--- src/upsc_pkg.sv ---
`timescale 1ns / 1ps
// ----------------------------------------------------------------------------
// upsc_pkg
// Shared types and constants of the integer pixel replicating upscaler.
// ----------------------------------------------------------------------------
package upsc_pkg;

    localparam int MAX_IN_WIDTH = 512;
    localparam int MAX_SCALE    = 16;
    localparam int QUEUE_DEPTH  = 2;   // power of two

    localparam int COLOR_W  = 8;
    localparam int PIXEL_W  = 3 * COLOR_W;
    localparam int SCALE_W  = 5;
    localparam int WIDTH_W  = 10;
    localparam int KIND_W   = 2;
    localparam int PAD_W    = 2;
    localparam int CFG_IDX_W  = 2;
    localparam int CFG_DATA_W = WIDTH_W;

    localparam int PIX_IDX_W = $clog2(MAX_IN_WIDTH);
    localparam int REP_W     = (MAX_SCALE > 1) ? $clog2(MAX_SCALE) : 1;
    localparam int QPTR_W    = (QUEUE_DEPTH > 1) ? $clog2(QUEUE_DEPTH) : 1;
    localparam int QCNT_W    = $clog2(QUEUE_DEPTH + 1);

    localparam logic [CFG_IDX_W-1:0] REG_SCALE    = CFG_IDX_W'(0);
    localparam logic [CFG_IDX_W-1:0] REG_IN_WIDTH = CFG_IDX_W'(1);

    typedef enum logic [0:0] {
        OP_PUSH = 1'b0,
        OP_PULL = 1'b1
    } t_op;

    typedef enum logic [KIND_W-1:0] {
        KIND_NONE   = 2'd0,
        KIND_PIXEL  = 2'd1,
        KIND_PAD    = 2'd2,
        KIND_REJECT = 2'd3
    } t_kind;

    typedef enum logic [0:0] {
        BK_EXEC = 1'b0,
        BK_READ = 1'b1
    } t_back_state;

    typedef struct packed {
        t_op                op;
        logic [PIXEL_W-1:0] pixel;   // {red, green, blue}
    } t_item;

    typedef struct packed {
        logic  valid;
        t_item item;
    } t_q_head;

    typedef struct packed {
        logic [SCALE_W-1:0] scale;
        logic [WIDTH_W-1:0] in_width;
    } t_cfg;

endpackage

--- src/upsc_in_if.sv ---
`timescale 1ns / 1ps
// ----------------------------------------------------------------------------
// upsc_in_if
// Input channel: opcode and pushed pixel bytes with valid / ready.
// ----------------------------------------------------------------------------
interface upsc_in_if;
    import upsc_pkg::*;

    logic               valid;
    logic               ready;
    logic               opcode;
    logic [COLOR_W-1:0] in_blue;
    logic [COLOR_W-1:0] in_green;
    logic [COLOR_W-1:0] in_red;

    modport source (output valid, opcode, in_blue, in_green, in_red, input ready);
    modport sink   (input valid, opcode, in_blue, in_green, in_red, output ready);
endinterface

--- src/upsc_front.sv ---
`timescale 1ns / 1ps
// ----------------------------------------------------------------------------
// upsc_front
// Accepts input beats, tags them as push or pull and queues them for the
// back end.
// ----------------------------------------------------------------------------
module upsc_front (
    input  logic             i_clk,
    input  logic             i_rst_n,
    upsc_in_if.sink          i_px,
    input  logic             i_pop,
    output upsc_pkg::t_q_head o_head
);
    import upsc_pkg::*;

    t_item             r_queue [QUEUE_DEPTH];
    logic [QPTR_W-1:0] r_wr_ptr, n_wr_ptr;
    logic [QPTR_W-1:0] r_rd_ptr, n_rd_ptr;
    logic [QCNT_W-1:0] r_count,  n_count;
    logic              push;
    logic              pop;
    t_item             item;

    assign i_px.ready = (r_count != QCNT_W'(QUEUE_DEPTH));
    assign push       = i_px.valid && i_px.ready;
    assign pop        = i_pop && (r_count != '0);

    assign item.op    = t_op'(i_px.opcode);
    assign item.pixel = {i_px.in_red, i_px.in_green, i_px.in_blue};

    assign o_head.valid = (r_count != '0);
    assign o_head.item  = r_queue[r_rd_ptr];

    always_comb begin
        n_wr_ptr = push ? r_wr_ptr + 1'b1 : r_wr_ptr;
        n_rd_ptr = pop  ? r_rd_ptr + 1'b1 : r_rd_ptr;
        n_count  = r_count;
        if (push && !pop) begin
            n_count = r_count + 1'b1;
        end else if (pop && !push) begin
            n_count = r_count - 1'b1;
        end
    end

    always_ff @(posedge i_clk) begin
        if (!i_rst_n) begin
            r_wr_ptr <= '0;
            r_rd_ptr <= '0;
            r_count  <= '0;
        end else begin
            r_wr_ptr <= n_wr_ptr;
            r_rd_ptr <= n_rd_ptr;
            r_count  <= n_count;
        end
    end

    always_ff @(posedge i_clk) begin
        if (push) begin
            r_queue[r_wr_ptr] <= item;
        end
    end

endmodule

--- src/flat_wrapper.sv ---
// flat-port wrapper written by rule: the top's interface ports become plain ports
module upsc_front_flat import upsc_pkg::*;
  (i_clk, i_rst_n, i_pop, o_head, i_px_valid, i_px_opcode, i_px_in_blue, i_px_in_green, i_px_in_red, i_px_ready);
  upsc_in_if i_px_i ();
  input  logic i_clk;
  input  logic i_rst_n;
  input  logic i_pop;
  output upsc_pkg::t_q_head o_head;
  input wire logic [$bits(i_px_i.valid)-1:0] i_px_valid;
  input wire logic [$bits(i_px_i.opcode)-1:0] i_px_opcode;
  input wire logic [$bits(i_px_i.in_blue)-1:0] i_px_in_blue;
  input wire logic [$bits(i_px_i.in_green)-1:0] i_px_in_green;
  input wire logic [$bits(i_px_i.in_red)-1:0] i_px_in_red;
  output wire logic [$bits(i_px_i.ready)-1:0] i_px_ready;
  assign i_px_i.valid = i_px_valid;
  assign i_px_i.opcode = i_px_opcode;
  assign i_px_i.in_blue = i_px_in_blue;
  assign i_px_i.in_green = i_px_in_green;
  assign i_px_i.in_red = i_px_in_red;
  assign i_px_ready = i_px_i.ready;
  upsc_front u_core (.i_clk(i_clk), .i_rst_n(i_rst_n), .i_px(i_px_i), .i_pop(i_pop), .o_head(o_head));
endmodule
--- config.mk ---
export PLATFORM = sky130hd
export DESIGN_NAME = upsc_front_flat
export DESIGN_NICKNAME = d
export VERILOG_FILES = /design/src/upsc_pkg.sv /design/src/upsc_in_if.sv /design/src/upsc_front.sv /design/src/flat_wrapper.sv
export SDC_FILE = /design/constraint.sdc
export NUM_CORES = 1
export LEC_CHECK = 0
export ABC_AREA = 1
export BUFFER_PORTS_ARGS = -buffer_cell sky130_fd_sc_hd__buf_2
export CAP_MARGIN = 0
export CORE_ASPECT_RATIO = 1.75
export CORE_MARGIN = 10
export CORE_UTILIZATION = 55
export CTS_CLUSTER_SIZE = 28
export DETAILED_ROUTE_END_ITERATION = 12
export PLACE_DENSITY = 0.88
export SLEW_MARGIN = 20
export SYNTH_ARGS = -nofsm -noshare
export SYNTH_HDL_FRONTEND = slang
export SYNTH_SLANG_ARGS = --single-unit
--- constraint.sdc ---
create_clock -name i_clk -period 4.3 [get_ports i_clk]
set_input_delay 0.86 -clock i_clk [delete_from_list [all_inputs] [get_ports i_clk]]
set_output_delay 0.86 -clock i_clk [all_outputs]
set_load 0.01 [all_outputs]
==> results of run 1 <==
==> stage by stage <==
step	utilization (%)	area, µm²	hold slack [ns]
3_3_place_gp	64.35	2464	0.4800
6_report	67.91	2600	0.5297
3_5_place_dp	64.35	2464	0.5071
5_1_grt	67.91	2600	0.5661
4_1_cts	67.91	2600	0.5285
2_1_floorplan	-	2152	0.4669
==> worst max-delay path: cells and delay by family, from the launching register on <==
| family | cells | cell delay, ns |
|---|---|---|
| flip-flops | 1 | 0.74 |
| buffers and inverters | 2 | 0.53 |
| multiplexers | 1 | 0.38 |
==> routing by layer <==
layer | wire (µm) | track usage (%) | vias to the layer above | share of wire (%)
met1 | 1257 | 9.851 | 533 | 33
met2 | 2161 | 21.33 | 37 | 56
met4 | 116 | 6.667 | 0 | 3.0
met5 | 0 | 0 | - | 0
li1 | - | - | 541 | -
met3 | 311 | 4.679 | 9 | 8.1
==> path summary, 6_finish.rpt <==
kind	start	to	slack [ns]	cells past startpoint
worst max-delay path	flip-flop	o_head[6]	1.48	3
worst min-delay path	u_core.r_rd_ptr	u_core.r_rd_ptr	0.53	2
worst max register to register	u_core.r_count[0]	u_core.r_queue[1][17]	2.54	5
worst min register to register	u_core.r_rd_ptr	u_core.r_rd_ptr	0.53	2
==> layout by cell type (no fill, tap or decap) <==
master / n
inv_1: 7
clkbuf_8: 5
nand4_1: 1
nor2_1: 6
a21oi_1: 1
buf_2: 55
ha_1: 1
nand3_1: 1
inv_2: 1
bufinv_16: 2
nand2_1: 8
edfxtp_1: 50
mux2_2: 5
clkinvlp_4: 1
nand2_2: 1
dfxtp_1: 5
buf_4: 3
nor2_2: 2
mux2_4: 20
o21ai_0: 2
o21a_1: 1
==> state kept, by name, indices dropped and copies added (netlist names), named ones only <==
name / count
u_core.r_count: 2
u_core.r_rd_ptr: 1
u_core.r_wr_ptr: 1
u_core.r_queue: 50
==> kinds of logic after synthesis <==
kind of cell / count (synthesis) / synth area share (%)
adder cells (fa/ha/maj): 1 / 0.5813
multiplexers: 25 / 16.57
buffers and inverters: 11 / 3.779
AO/OA/AOI/OAI: 4 / 1.046
flip-flops: 55 / 74.42
AND/OR/NAND/NOR: 19 / 3.605
==> report_power, final <==
part | switching (mW) | internal [mW] | leakage (nW) | total (mW)
clock | 0.153 | 0.232 | 0.0644 | 0.385
sequential | 0.0409 | 0.677 | 0.508 | 0.718
combinational | 0.201 | 0.195 | 0.481 | 0.396
total | 0.395 | 1.10 | 1.05 | 1.50
==> cell type report <==
cell class                 count  area, µm²  share of cell area, %
sequential                    55       1602                  61.60
inverter                       8      30.03                  1.155
multi-input combinational     49      474.2                  18.24
clock buffer                   5      68.82                  2.647
clock inverter                 3      67.56                  2.599
timing repair buffer          58      297.8                  11.45
tap                           48      60.06                  2.310
==> metrics.txt, run 1 <==
P per Cell Area=576.5 nW/µm²; headroom to the max-slew limit=56.95%; number of global-route vias before repair=1,268; Synth Flop Type=edfxtp_1; Non-Filler Instances=226; num ports=56; Yosys top cell area share=69.77%; Setup crit end kind=primary output; H-tree depth=2; CP required=3.44 ns; clock skew=0.008990 ns; CTS buffer count=5; Post-DP HPWL=2.916 mm; Final setup violation count=0; Tmin final=2.818 ns; DIE HEIGHT=102.8 µm; status=complete, no violations; antenna violations before repair=0; Clock Latency Late Sink=0.30 ns; Seq/Total Area, Yosys=74.42%; final slew viol count=0; post-synthesis register bit count=55; Critical-path top delay cell=dfxtp_1; crit start category=flip-flop; crit share post-route=65.55%; antenna cells=0; synth warn=0; post-route ant nets=0; first-pass GRT wire length=5.871 mm; Post-CTS Setup Repair Bufs=0; Critical Path, Cell by Cell=buf_4, mux2_2, buf_2; Core ar.=3829 µm²; Initial Util=56.21%; EDFF count, synth=50; Crit Path Class=reg -> out; largest net degree at the start of global routing=18; leak pwr=1.053 nW; fmax=354.8 MHz; WL/cell=17.02 µm; die width=67.29 µm; Pwr Total=1.499 mW; share of cells above drive strength 1=53.37%; pre-CTS WS=1.785 ns; Mapped Area=2152 µm²; # hold bufs at CTS=0; Post-Syn Area per Cell=18.71 µm²; Vias=1,120; port bufs=55; iteration count of the initial detailed-routing pass=3; Post-Syn Nets=145; die area=6914 µm²; final hold vios=0; GRT overflow=0; Root Buffer=clkbuf_8; routed wire length=3.847 mm; Tot GR Track Use=11.56%; final setup margin=1.482 ns; Reg clk slew, reported paths=0.09 ns; vias per cell=4.956; Layout area overhead=20.81%; Post-CTS Resized=0; share of flip-flops with an asynchronous set or reset=0%; critical path peak fanout=15; synthesized instance count=115; synth top area cells=edfxtp_1, mux2_4, dfxtp_1; Post-Place Cells=218; top-count cell post-synth=edfxtp_1; max-cap violations=0; Worst VDD drop=0.4775 mV; routability cong.=0.7136; commonest cells in the netlist=edfxtp_1, mux2_4, nand2_1, nor2_1, inv_1; Clock Path Buffers=2; largest area contributor in the netlist=edfxtp_1; TNS Setup=0 ns; Netlist cell types=17; crit path DAT=1.96 ns; Clock Sink Count=55; Critical Path Max Stage Delay=0.74 ns; Rows=30; DR DRC count=0; CTS tree=done; fillers=279; unrepaired setup endpoints after global routing=no; initial detailed-routing violation count=18; Hold WC Path Type=reg -> reg; Tightest Pin Transition=0.6448 ns; # nets final=207
Power figures use the tool's default switching activity.
==> inputs of run 2 (changes only) <==
Settings changed: CORE_UTILIZATION 55 to 51, PLACE_DENSITY 0.88 to 0.82.
Clock period 4.3 ns to 2.95 ns, I/O delays scaled along.
==> metrics.txt, run 2 (same netlist as run 1, synthesis figures left out) <==
status=complete, no violations; # nets final=208; net switching power=0.5623 mW; P per Cell Area=796.9 nW/µm²; DIE HEIGHT=105.9 µm; crit share post-route=79.86%; fillers=337; final hold vios=0; post-route ant nets=0; post-route cell area=2572 µm²; final core occ=62.57%; Layout area overhead=19.54%; Hold WC Path Type=in -> reg; unrepaired setup endpoints after global routing=no; Post-CTS Resized=0; antenna violations before repair=0; dpl cell area=2472 µm²; worst min-delay path startpoint=i_px_in_green[3]; routability cong.=0.7217; sw frac=27.43%; # hold bufs at CTS=0; clock skew=0.004813 ns; Rows=31; commonest non-fill, non-tap cell in the layout=buf_2; TNS Setup=0 ns; Vias=1,134; Tightest Pin Transition=0.5997 ns; Worst VDD drop=0.5605 mV; critical path peak fanout=12; Clock Latency Late Sink=0.29 ns; CP required=2.36 ns; max-cap violations=0; Clock Sink Count=55; sequential cell area=1602 µm²; routed wire length=3.822 mm; WL/cell=16.76 µm; num ports=56; Core ar.=4111 µm²; Root Buffer=clkbuf_8; final slew viol count=0; Non-Filler Instances=228; GRT overflow=0; CTS buffer count=5; Post-DP HPWL=3.108 mm; Clock Path Buffers=2; max reg flops=50; largest net degree at the start of global routing=17; port bufs=55; Final setup violation count=0; headroom to the max-slew limit=59.97%; fmax=424.4 MHz; Critical-path top delay cell=dfxtp_1; P_int=1.488 mW; Most flops, register=u_core.r_queue; antenna cells=0; Setup crit end kind=primary output; share of cells above drive strength 1=53.07%; die area=7320 µm²; most frequent cells in the layout=buf_2, edfxtp_1, mux2_4, nand2_1; vias per cell=4.974; initial detailed-routing violation count=19; Post-Place Cells=220; number of global-route vias before repair=1,304; area of the multi-input gates=474.2 µm²; first-pass GRT wire length=6.279 mm; Tot GR Track Use=10.64%; CTS tree=done; Critical Path Max Stage Delay=0.71 ns; leak pwr=1.046 nW; biggest regs=u_core.r_queue x50, u_core.r_count x2; Initial Util=52.34%; r2r startpoint=u_core.r_count[0]; part of the power in combinational logic=28.5%; Reg clk slew, reported paths=0.08 ns; Crit Path Class=reg -> out; Tmin final=2.356 ns; Post-CTS Setup Repair Bufs=0; H-tree depth=2; DR DRC count=0; Critical Path, Cell by Cell=buf_4, mux2_4, buf_2; crit path DAT=1.77 ns; Clk pwr share=20.4%; die width=69.11 µm; Sequential Power Share=51.1%; crit start category=flip-flop; iteration count of the initial detailed-routing pass=4
run 2: changes by cell type in the layout (fill, tap and decap cells not counted), sizes merged:
cell,delta
bufinv,-2
clkbuf,+3
buf,+1
clkinvlp,-1
run 2: worst max-delay path, delay by kind of cell, from the launching register on:
family	cells	cell delay, ns
multiplexers	1	0.32
buffers and inverters	2	0.45
flip-flops	1	0.71
run 2: layout make-up:
| cell class | instances | area share [%] |
|---|---|---|
| Multi-Input combinational cell | 49 | 18.43 |
| Sequential cell | 55 | 62.26 |
| Clock buffer | 8 | 3.891 |
| Tap cell | 49 | 2.383 |
| Inverter | 8 | 1.167 |
| Timing Repair Buffer | 59 | 11.87 |
run 2: stage by stage:
step                setup slack [ns]  hold slack [ns]  power (mW)
floorplan                     0.8195           0.4669       1.473
global placement              0.9283           0.4847       1.620
detailed placement            0.8963           0.5068       1.662
CTS                           0.5674           0.4706       2.081
global route                  0.4850           0.4696       2.163
finish                        0.5940           0.4819       2.050
run 2: worst paths after layout:
path	end	slack [ns]	depth (start not counted)
worst max-delay path	o_head[0]	0.59	3
worst min-delay path	u_core.r_queue[1][11]	0.48	1
worst max register to register	u_core.r_queue[1][21]	1.24	5
worst min register to register	u_core.r_wr_ptr	0.53	2
run 2: layer usage:
| layer | vias up | global-route usage [%] | routed length, µm |
|---|---|---|---|
| li1 | 547 | - | - |
| met1 | 549 | 9.348 | 1267 |
| met2 | 34 | 20.80 | 2304 |
| met3 | 4 | 3.538 | 204 |
| met4 | 0 | 4.769 | 46 |
| met5 | - | 0 | 0 |
run 2: power groups by stage:
stage	Combinational, mW	Sequential (mW)	Clock [mW]
after floorplan	0.438	1.04	0
after CTS	0.597	1.05	0.435
after global routing	0.638	1.06	0.465
after global placement	0.566	1.05	0
final	0.585	1.05	0.419
after detailed placement	0.596	1.07	0
